<file path="src/hw/rtl/cnv_pkg.sv">
`timescale 1ns / 1ps
`default_nettype none
package cnv_pkg;

    localparam int SMP_W  = 16;
    localparam int FRAC_W = 12;
    localparam int SUM_W  = 48;
    localparam int FEAT_W = 31;
    localparam int CFG_W  = 4;

    localparam logic [1:0] ACT_TAP    = 2'd0;
    localparam logic [1:0] ACT_BIAS   = 2'd1;
    localparam logic [1:0] ACT_SAMPLE = 2'd2;

    localparam logic CFG_NUM_FILTERS = 1'b0;
    localparam logic CFG_KERNEL_TAPS = 1'b1;

    typedef enum logic [2:0] {
        S_IDLE,
        S_MAC,
        S_TAIL,
        S_SUM,
        S_LOAD,
        S_DIV,
        S_OUT,
        S_CLR
    } t_state;

    // control broadcast to every filter cell
    typedef struct packed {
        logic conv_init;
        logic mul_en;
        logic acc_en;
        logic sum_en;
        logic shift;
        logic clr;
    } t_cell_ctl;

endpackage
`default_nettype wire

</file>
<file path="src/hw/rtl/cnv_div.sv">
`timescale 1ns / 1ps
`default_nettype none
module cnv_div #(
    parameter int DW = 9
) (
    input  wire logic          i_clk,
    input  wire logic          i_rst_n,
    input  wire logic          i_start,
    input  wire logic [47:0]   i_dividend,
    input  wire logic [DW-1:0] i_divisor,
    output logic               o_done,
    output logic [47:0]        o_quot
);
    import cnv_pkg::*;

    logic [DW-1:0] r_rem;
    logic [DW-1:0] r_dvs;
    logic [47:0]   r_q;
    logic [5:0]    r_cnt;
    logic          r_busy;
    logic          r_done;
    logic [DW:0]   w_trial;
    logic [DW:0]   w_diff;

    // one quotient bit per cycle, restoring
    assign w_trial = {r_rem, r_q[SUM_W-1]};
    assign w_diff  = w_trial - {1'b0, r_dvs};

    always_ff @(posedge i_clk) begin
        if (i_start) begin
            r_rem <= '0;
            r_q   <= i_dividend;
            r_dvs <= i_divisor;
        end else if (r_busy) begin
            if (!w_diff[DW]) begin
                r_rem <= w_diff[DW-1:0];
                r_q   <= {r_q[SUM_W-2:0], 1'b1};
            end else begin
                r_rem <= w_trial[DW-1:0];
                r_q   <= {r_q[SUM_W-2:0], 1'b0};
            end
        end
    end

    always_ff @(posedge i_clk) begin
        if (!i_rst_n) begin
            r_busy <= 1'b0;
            r_cnt  <= '0;
            r_done <= 1'b0;
        end else begin
            r_done <= 1'b0;
            if (i_start) begin
                r_busy <= 1'b1;
                r_cnt  <= '0;
            end else if (r_busy) begin
                r_cnt <= r_cnt + 6'd1;
                if (r_cnt == 6'(SUM_W - 1)) begin
                    r_busy <= 1'b0;
                    r_done <= 1'b1;
                end
            end
        end
    end

    assign o_done = r_done;
    assign o_quot = r_q;

endmodule
`default_nettype wire

</file>
<file path="config.mk">
export PLATFORM = sky130hd
export DESIGN_NAME = cnv_div
export DESIGN_NICKNAME = d
export VERILOG_FILES = /design/src/hw/rtl/cnv_pkg.sv /design/src/hw/rtl/cnv_div.sv
export SDC_FILE = /design/constraint.sdc
export NUM_CORES = 1
export LEC_CHECK = 0
export BUFFER_PORTS_ARGS = -buffer_cell sky130_fd_sc_hd__buf_2
export CORE_MARGIN = 4
export CORE_UTILIZATION = 30
export CTS_BUF_LIST = sky130_fd_sc_hd__clkbuf_16
export DETAILED_ROUTE_END_ITERATION = 8
export GPL_ROUTABILITY_DRIVEN = 0
export SETUP_SLACK_MARGIN = 0.4
export SLEW_MARGIN = 30
export SYNTH_ARGS = -nofsm -noshare
export SYNTH_HDL_FRONTEND = slang
export SYNTH_SLANG_ARGS = --single-unit
</file>
<file path="constraint.sdc">
create_clock -name i_clk -period 3 [get_ports i_clk]
set_input_delay 0.6 -clock i_clk [delete_from_list [all_inputs] [get_ports i_clk]]
set_output_delay 0.6 -clock i_clk [all_outputs]
set_load 0.005 [all_outputs]
</file>
# Word-level counts from Yosys, hierarchy flattened
# Cells that the tools add are included.
# word_totals
regBits	74
in_bits	60
out_inout_bits	49
elab_cells	22
# classes
n_addsub	2
n_eq_ne	1
mux	8
bitwise_logic	2
reduce_logical	3
# ops
op	count
2-to-1 mux 48 bit	2
subtractor 10 x 9 -> 10 bit	1
2-to-1 mux 9 bit	1
adder 6 x 1 -> 6 bit, second input constant	1
== test 6 bit, second input constant	1
2-to-1 mux 1 bit	5
OR reduction 3 bit	1
NOT 1 bit	2
nonzero test 2 bit	1
OR reduction 2 bit	1

# Logic depth before layout (Yosys ltp)
# depth
ltp_word	4
depth_mapped	10
mapped_depth_nobuf	9

# Worst setup path after synthesis
# OpenSTA, ideal clock, no wires.
# synth_path
path_kind	flip-flop to flip-flop
start	register r_dvs[1]
end	register r_rem[0]
setup_ns	0.095
arrival_ns	2.484
required_ns	2.905
setup_slack_ns	0.420
stages_incl_launch_ff	11
n_path_buf	2
synth_period_minus_slack_ns	2.580
path_cell_list	edfxtp_1 > inv_1 > ha_1 > nor2b_1 > o2111a_1 > or4b_1 > buf_2 > and3_4 > buf_6 > or4_1 > o311ai_1
# synth_between
elab_chain_cells	2
# synth_rtl
item	line_no	source
start, declared	cnv_div.sv:17	logic [DW-1:0] r_dvs;
start signal, assigned	cnv_div.sv:33	r_dvs <= i_divisor;
subtractor 10 x 9 -> 10 bit	cnv_div.sv:27	assign w_diff = w_trial - {1'b0, r_dvs};
2-to-1 mux 9 bit	cnv_div.sv:35	if (!w_diff[DW]) begin
end signal, assigned	cnv_div.sv:36	r_rem <= w_diff[DW-1:0];
end signal, assigned	cnv_div.sv:39	r_rem <= w_trial[DW-1:0];
end, declared	cnv_div.sv:16	logic [DW-1:0] r_rem;
# Every way passes these cells.
# A chain may end at the register's enable or synchronous reset.

# Worst setup path in the final report
# layout_path
start	register r_dvs[6]
end	register r_rem[0]
# Same word-level chain as after synthesis.

==> impl_metrics.toml <==
[synthesis]
netlist_instances = 268
syn_nets = 339
avgSynthCellArea_sq_um = 13.2
ys_ff_latch = 74
synth_cell_types = 45
synth_edf_count = 57
ys.flop_type = "edfxtp_1"
async_reset_ff_share_pct = 0
synth_area_sq_um = 3550
ys_warn_count = 0
yosysSeqAreaShare_pct = 57.8

[worst_setup_path]
cpPeakStageDelay_ps = 540
crit_path_start_kind = "flip-flop"
cp.required_ps = 3240
cp_slowest_cell = "or4b_4"
worstPathCellList = "inv_2 > ha_4 > a21o_1 > a211oi_4 > or4b_4 > and3_4 > or4_1 > o311ai_2"
worst-path-buf-inv = 1
critPathTopFamily = "simple AND/OR/NAND/NOR gates"
cp-end-kind = "flip-flop"
critical_path_class = "reg -> reg"
worstPathMaxFanout = 7
arrival_ps = 2790

[finish]
design_area_sq_um = 4740
drive_gt1_share_pct = 50.5
area_growth_pct = 33.5
nNetsFinal = 454
num_antenna_cells = 0
mostFrequentLayoutCells = "108 x buf_2, 57 x edfxtp_1, 48 x mux2_2"
final_common_cell = "buf_2"

[global_route]
grtUsageMet2_pct = 19.6
met1_usage_pct = 14.8
grt_max_degree = 49
grt_usage_pct = 12.3
globalRouteMet3Util_pct = 4.37
grt_pass1_vias = 2703
top_usage_layer = "met2"
grt_pass1_wl_microns = 13100
antenna_found_initial = 0
grt_overflow = 0

[job]
drv_cap = 0

[clocking]
cts_tree = "done"
clock-sinks = 74
htreeDepth = 3
clk_pin_slew_worst_paths_ps = 60
holdBufCountCts = 0
clk_latency_ps = 330
cts_buffer_depth = 2
cts_buffers = 9
cts_root_buffer = "clkbuf_16"

[timing]
final-setup-viol-count = 0
postLayoutSetupSlackWorst_ps = 457
clock_skew_ps = 7.14
slew_headroom_pct = 74.0
slew_violations = 0
max_freq_ghz = 0.393
rsz0062_at_grt = "true"
fin_crit_ps = 2540
worst_pin_slew_ps = 380
hold_violations = 0
period_share_pct = 84.8
fin_tns_setup_ps = 0

[power]
combPwrFrac_pct = 14.5
pwr_density_cell_nw_per_um2 = 660
pwr-share-seq_pct = 40.7
p_int_mw = 2.43
p_switching_uw = 694
clkPwrFrac_pct = 44.8
leakage_nw = 1.95
power_switching_share_pct = 22.2
peakVddDrop_mv = 0.448

[floorplan]
die_w_microns = 117
die_y_microns = 117
floorplan.initialDensity_pct = 30.8
num_rows = 39
io_pins = 109
die-area_sq_um = 13600
core_sq_um = 11500

[place]
portBuffers = 108
placed_area_sq_um = 4280
dpl_worst_slack_ps = 331
hpwl_microns = 5890

[routing]
drt-initial-drc-count = 100
totalWireLength_microns = 8100
via_count = 2557
viasPerCell = 4.82
wl_per_cell_microns = 15.3
post-route-drc-count = 0
drtPass1Iterations = 4
ant_nets = 0

[outcome]
status = "completed"

[hold_path]
hold_class = "in -> reg"
[cells by family (layout without fill, tap and decap cells)]
kind of cell / count (synthesis) / in the layout / share of synthesized area (%)
AOI/OAI and AO/OA: 47 / 47 / 10.1
muxes: 49 / 49 / 15.5
xor gates and xnor gates: 8 / 8 / 1.97
buffers and inverters: 26 / 146 / 3.03
and+or+nand+nor: 53 / 53 / 7.51
adders and majority gates: 11 / 11 / 4.09
DFF: 74 / 74 / 57.8
[area by class of cell]
| class | instances | area, sq um |
|---|---|---|
| sequential | 74 | 2050 |
| inverter | 14 | 52.6 |
| clock inverter | 7 | 165 |
| multi-input combinational | 168 | 1440 |
| timing repair buffer | 116 | 626 |
| tap | 143 | 179 |
| fill | 1090 | 6780 |
| clock buffer | 9 | 225 |
[sequential cells by signal (all words and copies together) (netlist names)]
name / cells
r_cnt: 6
o_done: 1
r_rem: 9
r_dvs: 9
o_quot: 48
r_busy: 1
[per-stage QoR]
step,std cells,power (mW),utilization (%),hold WS (ps)
global route,531,3.26,41.2,429
global placement,512,1.72,37.2,471
floorplan,268,1.55,-,458
CTS,528,3.14,40.6,433
finish,531,3.13,41.2,445
detailed placement,512,1.73,37.2,501
[power by group through the flow]
stage / clock network [mW] / logic, mW / registers (mW)
3_5_place_dp: 0 / 0.435 / 1.29
5_1_grt: 1.47 / 0.502 / 1.29
6_report: 1.40 / 0.455 / 1.27
3_3_place_gp: 0 / 0.427 / 1.29
4_1_cts: 1.42 / 0.441 / 1.27
2_1_floorplan: 0 / 0.256 / 1.29
[per-layer routing]
metal	share of wire [%]	vias to the layer above
li1	-	1261
met1	40	1185
met2	49	97
met3	8.1	14
met4	2.1	0
met5	0	-
[Yosys cell counts, types with 2 or more instances]
| master | number | area [sq um] |
|---|---|---|
| buf_1 | 5 | 18.8 |
| o31a_1 | 2 | 17.5 |
| o2111ai_1 | 2 | 17.5 |
| dfxtp_1 | 17 | 340 |
| nand4_1 | 2 | 12.5 |
| xnor2_1 | 4 | 35.0 |
| o22a_1 | 2 | 17.5 |
| o31ai_1 | 3 | 22.5 |
| a2111o_1 | 2 | 22.5 |
| or3_2 | 2 | 15.0 |
| a2111oi_0 | 2 | 17.5 |
| o311ai_0 | 2 | 17.5 |
| ha_1 | 10 | 125 |
| inv_1 | 14 | 52.6 |
| edfxtp_1 | 57 | 1710 |
| a311oi_1 | 5 | 43.8 |
| mux2_2 | 48 | 541 |
| nor2_1 | 14 | 52.6 |
| o21ai_0 | 8 | 40.0 |
| buf_2 | 2 | 10.0 |
| nor3_1 | 2 | 10.0 |
| nand2_1 | 12 | 45.0 |
| clkbuf_1 | 4 | 15.0 |
| xor2_1 | 4 | 35.0 |
| o311ai_1 | 2 | 17.5 |
| o21a_1 | 4 | 30.0 |
| nand3_1 | 10 | 50.1 |
| or4_1 | 3 | 22.5 |
| a21oi_1 | 6 | 30.0 |
| nor2b_1 | 3 | 18.8 |
[path summary, 6_finish.rpt]
path / startpoint / end / slack (ps) / cells after the start
min reg2reg: r_cnt[5] / r_cnt[5] / 510 / 2
max reg2reg: r_dvs[6] / r_rem[0] / 460 / 8
max: r_dvs[6] / r_rem[0] / 460 / 8
min: i_divisor[8] / r_dvs[8] / 450 / 1
[worst reg2reg max path, stage by stage (launching register included)]
cell	delay, ps
edfxtp_1	370
inv_2	70
ha_4	210
a21o_1	200
a211oi_4	270
or4b_4	540
and3_4	230
or4_1	490
o311ai_2	80
[repair_timing]
action,in CTS,in global routing
setup buffers,0,3
gates resized for setup,1,9
endpoints found under the setup margin,5,10
endpoints found under the hold margin,0,0
pin swaps,1,2
No activity file was read; power rests on OpenSTA's default activity.
