<file path="src/hw/rtl/cnv_pkg.sv">
`timescale 1ns / 1ps
`default_nettype none
package cnv_pkg;

    localparam int SMP_W  = 16;
    localparam int FRAC_W = 12;
    localparam int SUM_W  = 48;
    localparam int FEAT_W = 31;
    localparam int CFG_W  = 4;

    localparam logic [1:0] ACT_TAP    = 2'd0;
    localparam logic [1:0] ACT_BIAS   = 2'd1;
    localparam logic [1:0] ACT_SAMPLE = 2'd2;

    localparam logic CFG_NUM_FILTERS = 1'b0;
    localparam logic CFG_KERNEL_TAPS = 1'b1;

    typedef enum logic [2:0] {
        S_IDLE,
        S_MAC,
        S_TAIL,
        S_SUM,
        S_LOAD,
        S_DIV,
        S_OUT,
        S_CLR
    } t_state;

    // control broadcast to every filter cell
    typedef struct packed {
        logic conv_init;
        logic mul_en;
        logic acc_en;
        logic sum_en;
        logic shift;
        logic clr;
    } t_cell_ctl;

endpackage
`default_nettype wire

</file>
<file path="src/hw/rtl/cnv_cell.sv">
`timescale 1ns / 1ps
`default_nettype none
module cnv_cell #(
    parameter int MAX_TAPS = 8
) (
    input  wire logic                              i_clk,
    input  wire logic                              i_rst_n,
    input  wire cnv_pkg::t_cell_ctl                i_ctl,
    input  wire logic                              i_en,
    input  wire logic                              i_tap_we,
    input  wire logic                              i_bias_we,
    input  wire logic [$clog2(MAX_TAPS+1)-1:0]     i_tap_wr_idx,
    input  wire logic signed [15:0]                i_coeff,
    input  wire logic [((MAX_TAPS > 1) ? $clog2(MAX_TAPS) : 1)-1:0] i_tap_idx,
    input  wire logic signed [15:0]                i_smp,
    input  wire logic [47:0]                       i_sum_in,
    output logic [47:0]                            o_sum
);
    import cnv_pkg::*;

    localparam int TIW = (MAX_TAPS > 1) ? $clog2(MAX_TAPS) : 1;
    localparam int CW  = 32 + $clog2(MAX_TAPS + 1);

    logic signed [SMP_W-1:0]   r_taps [MAX_TAPS];
    logic signed [SMP_W-1:0]   r_bias;
    logic signed [2*SMP_W-1:0] r_prod;
    logic signed [CW-1:0]      r_conv;
    logic [SUM_W-1:0]          r_sum;
    logic [SUM_W-1:0]          n_sum;
    logic [SUM_W:0]            w_add;
    logic                      w_pos;

    always_ff @(posedge i_clk) begin
        if (i_tap_we) begin
            r_taps[TIW'(i_tap_wr_idx)] <= i_coeff;
        end
        if (i_bias_we) begin
            r_bias <= i_coeff;
        end
        if (i_ctl.mul_en) begin
            r_prod <= i_smp * r_taps[i_tap_idx];
        end
        if (i_ctl.conv_init) begin
            r_conv <= {{(CW-SMP_W-FRAC_W){r_bias[SMP_W-1]}}, r_bias, {FRAC_W{1'b0}}};
        end else if (i_ctl.acc_en) begin
            r_conv <= r_conv + CW'(r_prod);
        end
    end

    // ReLU, drop fraction, saturating add
    assign w_pos = !r_conv[CW-1] && (|r_conv);
    assign w_add = {1'b0, r_sum} + (SUM_W+1)'(r_conv[CW-1:FRAC_W]);

    always_comb begin
        n_sum = r_sum;
        if (i_ctl.clr) begin
            n_sum = '0;
        end else if (i_ctl.shift) begin
            n_sum = i_sum_in;
        end else if (i_ctl.sum_en && i_en && w_pos) begin
            n_sum = w_add[SUM_W] ? {SUM_W{1'b1}} : w_add[SUM_W-1:0];
        end
    end

    always_ff @(posedge i_clk) begin
        if (!i_rst_n) begin
            r_sum <= '0;
        end else begin
            r_sum <= n_sum;
        end
    end

    assign o_sum = r_sum;

endmodule
`default_nettype wire

</file>
<file path="config.mk">
export PLATFORM = sky130hd
export DESIGN_NAME = cnv_cell
export DESIGN_NICKNAME = d
export VERILOG_FILES = /design/src/hw/rtl/cnv_pkg.sv /design/src/hw/rtl/cnv_cell.sv
export SDC_FILE = /design/constraint.sdc
export NUM_CORES = 1
export LEC_CHECK = 0
export BUFFER_PORTS_ARGS = -buffer_cell sky130_fd_sc_hd__buf_4
export CORE_MARGIN = 10
export CORE_UTILIZATION = 63
export CTS_CLUSTER_DIAMETER = 30
export DETAILED_ROUTE_END_ITERATION = 8
export PLACE_DENSITY = 0.85
export SLEW_MARGIN = 30
export SYNTH_ARGS = -nofsm -noshare
export SYNTH_HDL_FRONTEND = slang
export SYNTH_SLANG_ARGS = --single-unit
</file>
<file path="constraint.sdc">
create_clock -name i_clk -period 9.97 [get_ports i_clk]
set_input_delay 0.997 -clock i_clk [delete_from_list [all_inputs] [get_ports i_clk]]
set_output_delay 0.997 -clock i_clk [all_outputs]
set_load 0.05 [all_outputs]
</file>
==> Word level (Yosys, flattened, before mapping) <==
Memories as Yosys holds them, arrays and structs flattened.
Cells that the tools add are included.
{ "totals": {"ff_bits": 132, "ram_bits": 128, "inputBits": 98, "n_memories": 1} }
{ "memory_table": {"columns": ["name", "words", "word_bits", "rd", "rd_ports_with_merged_regs", "write_ports", "line", "source"], "rows": [
  ["r_taps", 8, 16, 1, 0, 1, "cnv_cell.sv:24", "logic signed [SMP_W-1:0] r_taps [MAX_TAPS];"]
]} }
{ "op_classes": {"add_sub_neg": 2, "multipliers": 1, "muxes": 7, "bitwise_logic": 1, "n_reduce_logical": 8} }
{ "ops": {"columns": ["operator", "count"], "rows": [
  ["two-way mux 48 bit", 3],
  ["two-way mux 36 bit", 2],
  ["adder 48 x 24 -> 49 bit", 1],
  ["adder 36 x 32 -> 36 bit", 1],
  ["OR reduction 36 bit", 1],
  ["multiplier 16 x 16 -> 32 bit", 1],
  ["nonzero test 2 bit", 2],
  ["logical AND 1 bit", 3],
  ["two-way mux 1 bit", 2],
  ["OR reduction 2 bit", 1],
  ["logical NOT 1 bit", 1],
  ["inverter 1 bit", 1]
]} }

==> Logic depth before layout (Yosys ltp) <==
Gate-level depths: netlist of the first run.
{ "logic_depth": {"word_depth": 5, "ltp_mapped": 29, "depth_no_buf": 26} }

==> Worst setup path after synthesis of the first run <==
OpenSTA, ideal clock, no wires.
{ "synth_timing": {"path_kind": "input -> register", "startpoint": "input port i_tap_idx[0] (netlist name)", "endpoint": "register r_prod[31], data pin", "setup_ns": 0.266, "arrival_time_ns": 7.790, "setup_slack_ns": 1.914, "stages": 24, "n_path_buf": 3, "cell_sequence": "clkbuf_1 buf_2 mux4_2 mux2_2 clkbuf_1 nand2_1 inv_1 fa_1 fa_1 fa_1 fa_1 fa_1 inv_1 fa_1 inv_1 ha_1 a21o_1 a21o_1 or3_1 o21ai_0 a21oi_1 a41o_1 o41ai_1 xnor2_1"} }
{ "synth_via": {"elab_chain_cells": 2} }
{ "synth_rtl": {"columns": ["item", "line", "source"], "rows": [
  ["start, declared", "cnv_cell.sv:14", "input wire logic [((MAX_TAPS > 1) ? $clog2(MAX_TAPS) : 1)-1:0] i_tap_idx,"],
  ["memory (8 x 16 bit)", null, null],
  ["multiplier 16 x 16 -> 32 bit", "cnv_cell.sv:41", "r_prod <= i_smp * r_taps[i_tap_idx];"],
  ["end signal, assigned", "cnv_cell.sv:41", null],
  ["end, declared", "cnv_cell.sv:26", "logic signed [2*SMP_W-1:0] r_prod;"]
]} }
Every way passes these cells.
A chain may end at the register's enable or synchronous reset.

==> Final worst setup path of the first run <==
Ends and elaborated chain as after synthesis.

==> results.yml, run 1 <==
global_routing:
  antenna_found_initial: 0
  grt_pass1_vias: 19700
  grt_max_degree: 54
  grt_pass1_wl_um: 107000
  grt_usage_pct: 30.3
  overflow: 0
placed_design:
  portBuffers: 144
  gp_congestion: 0.949
  hpwl_um: 46600
timing:
  slew_headroom_pct: 47.1
  worst_clock_skew_ps: 44.5
  post-route-min-period_ps: 8170
  finalSetupViolations: 0
  post-route-period-util_pct: 81.9
  finalHoldViolCount: 0
  slew_viol_final: 0
  fin_tns_setup_ps: 0
  timing.fmax_ghz: 0.122
  fin_hold_ws_ps: 506
  worst_slew_pin_slew_ps: 789
  rsz0062_at_grt: "false"
setup_path:
  required_ps: 10260
  cp-start-kind: "primary input"
  arrival_ps: 8460
  reg2reg_slack_ps: 2500
  critPathMaxStageDelay_ps: 600
  r2r_end: "r_prod[31]$_DFFE_PP_"
  worstReg2RegStart: "r_taps[1][1]$_DFFE_PP_"
  critPathMaxFanout: 32
  cp_slowest_cell: "mux4_2"
  cp_top_family: "adder cells"
  crit_chain: "buf_4 -> mux4_2 -> mux2_2 -> and2_1 -> fa_1 -> fa_1 -> ha_1 -> fa_1 -> inv_1 -> fa_1 -> fa_1 -> inv_1 -> ha_1 -> a2111oi_0 -> a21oi_1 -> o21ai_1 -> o21ai_1 -> a31oi_1 -> a21oi_1 -> a41o_1 -> o41ai_1 -> xnor2_1"
  crit_path_end_kind: "register"
  critPathBufInv: 3
  r2r_cells: 21
  worstSetupPathType: "in2reg"
  crit_top_cell: "fa_1"
hold_path:
  hold_path_depth: 2
  hold_class: "reg2reg"
  hp-start: "r_conv[4]$_SDFFE_PP0P_"
  hold_end: "r_conv[4]$_SDFFE_PP0P_"
detailed_routing:
  antenna_left: 0
  drt_first_pass_iters: 6
  detail_route.vias_per_cell: 6.37
  drc: 0
  finalWirelength_um: 67800
  wl_per_cell_um: 23.3
  vias: 18500
  drt-initial-drc-count: 2045
clocking:
  cts_made_buffers: 57
  cts_sinks: 260
  clockRootBuffer: "clkbuf_16"
  cts_resized: 0
  worstSkewPairLatency_ps: 590
  path_clk_slew_ps: 50
  htreeDepth: 2
  cts_tree: "yes"
  clk_path_buf_depth: 3
  hold_buffers: 0
  cts_setup_buffers: 0
logic_synthesis:
  synthCells: 2248
  syn-num-nets: 2751
  synth_edf_count: 200
  ys_ff_latch: 260
  synth-simple-area-share_pct: 13.3
  synth_adder_area_share_pct: 30.1
  synth_cell_types: 81
  synth_xor_area_share_pct: 3.10
  netlist_area_mm2: 0.0234
  syn_avg_cell_area_um2: 10.4
  synth_warnings: 0
  yosysTopAreaCellShare_pct: 25.6
  synthFlopType: "edfxtp_1"
  synth_area_leaders: "edfxtp_1 (26%), fa_1 (23%), ha_1 (7.5%)"
  synthArstFlopShare_pct: 0
  yosysSeqAreaShare_pct: 30.7
  synth_area_leader_cell: "edfxtp_1"
  muxShareOfSynthArea_pct: 4.23
  synth_top_family_by_area: "adder cells"
  synth-compound-area-share_pct: 11.6
die:
  die-width_um: 213
  initial_utilization_pct: 63.9
  dieArea_mm2: 0.0453
  dieHeight_um: 213
  core.rowCount: 70
  coreArea_mm2: 0.0367
  io_pins: 146
finish:
  layout-drive-gt1-share_pct: 14.2
  layout_common_cells: "inv_1 (351), fa_1 (264), edfxtp_1 (200)"
  fin_nets: 2890
  fillerInstances: 2381
  final_common_cell: "inv_1"
  antenna-diode-count: 0
  areaGrowthSynthToFinish_pct: 15.0
job:
  max_cap_violations: 0
outcome:
  status: "finished clean"
[Yosys cell counts, types with 9 or more instances]
library cell and count:
a211oi_1 30, a21o_1 44, a21oi_1 93, a31oi_1 10
and2_1 50, and3_1 19, clkbuf_1 68, dfxtp_1 60
edfxtp_1 200, fa_1 264, ha_1 141, inv_1 351
mux2_2 9, mux2i_1 17, mux4_2 32, nand2_1 184
nand2b_1 46, nand3_1 29, nand4_1 11, nor2_1 80
nor2b_1 81, nor3_1 39, nor4_1 13, o211ai_1 13
o21a_1 15, o21ai_0 77, o21bai_1 9, o221ai_1 12
o31ai_1 9, or2_2 15, or3_1 18, xnor2_1 54
xor2_1 29
[layer usage]
layer | vias up | global-route usage, % | part of all wire, %
met5 | - | 0 | 0
met3 | 259 | 5.70 | 10
met4 | 0 | 14.8 | 5.2
met2 | 1204 | 50.5 | 47
li1 | 7948 | - | -
met1 | 9081 | 37.4 | 37
[cell type report]
cell class | count | area, um^2 | area share (%)
multi-input cells | 1552 | 14600 | 54.3
repair buffers | 163 | 1220 | 4.54
well taps | 468 | 586 | 2.17
flip-flops and latches | 260 | 7210 | 26.7
clock inverters | 42 | 449 | 1.67
clock buffers | 65 | 1540 | 5.70
inverters | 353 | 1330 | 4.92
[registers in the layout, summed over array words and instances, names as in the netlist]
register	cells
r_conv	36
r_bias	16
r_prod	32
r_taps	128
o_sum	48
[kinds of logic after synthesis]
kind of cell	count (synthesis)
adder cells (fa/ha/maj)	405
XOR/XNOR	83
multiplexers	58
flip-flops	260
AND/OR/NAND/NOR	609
AO/OA/AOI/OAI	397
buffers and inverters	436
[how the worst max path moves through the flow]
stage	startpoint	end	slack, ps	cells after the start
3_5_place_dp	i_tap_idx[0]	r_prod[31]$_DFFE_PP_	1300	22
2_1_floorplan	i_tap_idx[0]	r_prod[31]$_DFFE_PP_	1910	24
5_1_grt	i_tap_idx[0]	r_prod[31]$_DFFE_PP_	1470	24
6_report	i_tap_idx[0]	r_prod[31]$_DFFE_PP_	1800	22
4_1_cts	i_tap_idx[0]	r_prod[31]$_DFFE_PP_	1850	22
3_3_place_gp	i_tap_idx[0]	r_prod[31]$_DFFE_PP_	1550	22
[worst reg2reg max path: cells and delay by family (launching register included)]
family / cells / cell delay, ps
simple gates: 1 / 280
compound gates: 8 / 2120
flops: 1 / 400
mux: 2 / 940
buf+inv: 2 / 110
fa+ha+maj: 7 / 3180
xor+xnor: 1 / 130
[per-stage QoR]
step                      setup WS, ps  instances  util [%]  cell area, um^2
after floorplan                   1910       2248         -            23400
after global placement            1550       2796      68.0            25000
after detailed placement          1300       2796      68.0            25000
after CTS                         1850       2903      73.4            26900
after global routing              1470       2903      73.5            27000
final                             1800       2903      73.5            27000
Power of run 1 is left out: the tool's default activity adds up to more than one toggle a clock period on the data nets, which glitch-free logic cannot reach.
==> run 2, diff against run 1 <==
--- a/config.mk
+++ b/config.mk
@@ -5,6 +5,7 @@
 export SDC_FILE = /design/constraint.sdc
 export NUM_CORES = 1
 export LEC_CHECK = 0
+export ABC_AREA = 1
 export BUFFER_PORTS_ARGS = -buffer_cell sky130_fd_sc_hd__buf_4
 export CORE_MARGIN = 10
 export CORE_UTILIZATION = 63
==> constraint.sdc (replaced) <==
create_clock -name i_clk -period 8.1 [get_ports i_clk]
set_input_delay 0.81 -clock i_clk [delete_from_list [all_inputs] [get_ports i_clk]]
set_output_delay 0.81 -clock i_clk [all_outputs]
set_load 0.05 [all_outputs]
==> run 2 against run 1 <==
Register-to-register slack worse by 1300 ps. Routed wire length increased by 22%. Hold slack lost 69 ps. Core utilization fell by 0.40 points. First-iteration DRC count rose by 24%. Non-clock buffer count increased by 19. Final area up 4.7%. Clock-buffer cell count increased by 3. Flip-flop and latch count unchanged. Cell count is 28% higher. Synthesized area increased by 5.0%. Die area is 4.5% higher. Largest cell class unchanged.
==> results.yml, run 2 <==
timing:
  slew_viol_final: 0
  worst_clock_skew_ps: 56.1
  post-route-min-period_ps: 7350
  fin_tns_setup_ps: 0
  finalSetupViolations: 0
  rsz0062_at_grt: "false"
  worst_slew_pin_slew_ps: 942
  slew_headroom_pct: 37.2
  finalHoldViolCount: 0
  timing.fmax_ghz: 0.136
  post-route-period-util_pct: 90.7
die:
  core.rowCount: 72
  coreArea_mm2: 0.0386
  die-width_um: 218
  initial_utilization_pct: 63.7
  dieHeight_um: 218
  io_pins: 146
  dieArea_mm2: 0.0474
finish:
  final_common_cell: "nand2_1"
  areaGrowthSynthToFinish_pct: 14.7
  largest_reg_flops: 128
  fillerInstances: 2852
  fin_nets: 3642
  layout_common_cells: "nand2_1 (577), inv_1 (556), nor2_1 (444)"
  regMostFlops: "r_taps"
  layout-drive-gt1-share_pct: 9.92
  final_area_mm2: 0.0282
clocking:
  htreeDepth: 2
  cts_tree: "yes"
  cts_made_buffers: 55
  clockRootBuffer: "clkbuf_16"
  hold_buffers: 0
  clk_path_buf_depth: 3
  cts_setup_buffers: 0
  path_clk_slew_ps: 60
  cts_sinks: 260
  worstSkewPairLatency_ps: 630
  cts_resized: 0
logic_synthesis:
  ys_ff_latch: 260
  syn_avg_cell_area_um2: 8.27
  synth.most_common_cell: "nand2_1"
  netlist_area_mm2: 0.0246
  synth_cell_types: 52
  synthArstFlopShare_pct: 0
  synthFlopType: "edfxtp_1"
  synth_area_leader_cell: "edfxtp_1"
  synthCells: 2974
  synth_edf_count: 200
  synth_area_leaders: "edfxtp_1 (24%), fa_1 (21%), nand2_1 (8.8%)"
  syn-num-nets: 3477
  yosysSeqAreaShare_pct: 29.3
  ys_top_cells_by_count: "nand2_1 (577), inv_1 (557), nor2_1 (444)"
  yosysTopAreaCellShare_pct: 24.4
  synth_warnings: 0
detailed_routing:
  finalWirelength_um: 82900
  drt_first_pass_iters: 8
  antenna_left: 0
  drc: 0
  vias: 22100
  wl_per_cell_um: 22.4
  detail_route.vias_per_cell: 5.97
  drt-initial-drc-count: 2533
placed_design:
  hpwl_um: 63000
  portBuffers: 144
  gp_congestion: 1.01
  placed_area_mm2: 0.0263
setup_path:
  arrival_ps: 7690
  critPathMaxFanout: 64
  worstSetupPathType: "in2reg"
  required_ps: 8440
  cp-start-kind: "primary input"
  crit_path_end_kind: "register"
global_routing:
  grt_pass1_vias: 22600
  met2_usage_pct: 59.8
  grt_max_degree: 65
  antenna_found_initial: 1
  grt_usage_pct: 34.7
  grt_pass1_wl_um: 127000
  met1_usage_pct: 39.3
  overflow: 0
  top_usage_layer: "met2"
  use_met3_pct: 6.82
job:
  max_cap_violations: 0
outcome:
  status: "finished clean"
hold_path:
  hold_class: "in2reg"
==> run 2: kinds of logic after synthesis <==
kind of cell	after synthesis	synth area share (%)
XOR/XNOR	70	2.49
AND/OR/NAND/NOR	1188	19.6
AO/OA/AOI/OAI	405	9.92
buffers and inverters	646	10.1
flip-flops	260	29.3
adder cells (fa/ha/maj)	405	28.6
==> run 2: worst paths after layout <==
path,from,to,slack [ps],depth (start not counted)
setup / recovery,i_tap_idx[0],r_prod[29]$_DFFE_PP_,750,28
hold / removal,i_coeff[11],r_taps[7][11]$_DFFE_PP_,440,1
setup reg to reg,r_taps[2][2]$_DFFE_PP_,r_prod[29]$_DFFE_PP_,1250,22
hold reg to reg,r_conv[5]$_SDFFE_PP0P_,r_conv[5]$_SDFFE_PP0P_,500,2
==> run 2: layer usage <==
metal  part of all wire (%)  up-vias  routed length, um
met1                     35    10600              29200
met3                    9.1      337               7560
li1                       -     9804                  -
met2                     49     1404              40500
met5                      0        -                  0
met4                    6.9        0               5690
==> run 2: final cells by class <==
cell class / count / area [um^2] / area share [%]
antenna: 1 / 2.50 / 0.00886
clock buffer: 68 / 1480 / 5.22
timing repair buffer: 182 / 1390 / 4.93
inverter: 572 / 2150 / 7.62
tap: 518 / 648 / 2.30
multi-input combinational: 2068 / 14900 / 52.8
clock inverter: 35 / 442 / 1.56
sequential: 260 / 7210 / 25.5
==> run 2: per-stage QoR <==
stage          hold WS (ps)  setup WS, ps  utilization [%]  cells
2_1_floorplan           456          1270                -   2974
3_3_place_gp            469           430             68.1   3600
3_5_place_dp            495           355             68.1   3600
4_1_cts                 415           914             73.0   3703
5_1_grt                 430           457             73.1   3704
6_report                437           753             73.1   3704
==> run 2: critical path, stage by stage <==
cell,delay (ps)
buf_4,100
buf_4,500
o21ai_0,220
o221ai_1,220
nand2_1,330
inv_1,440
nand2_1,150
fa_1,560
inv_1,60
fa_1,440
fa_1,600
fa_1,460
fa_1,500
inv_1,50
fa_1,480
inv_1,50
ha_1,370
nand2_1,120
nor2_1,180
and3_1,250
nand4_1,140
nand3_1,190
a21o_1,170
nand2_1,60
inv_1,70
nor2_1,40
nand2_1,60
nand2_1,50
Power of run 2 is left out for the same reason.
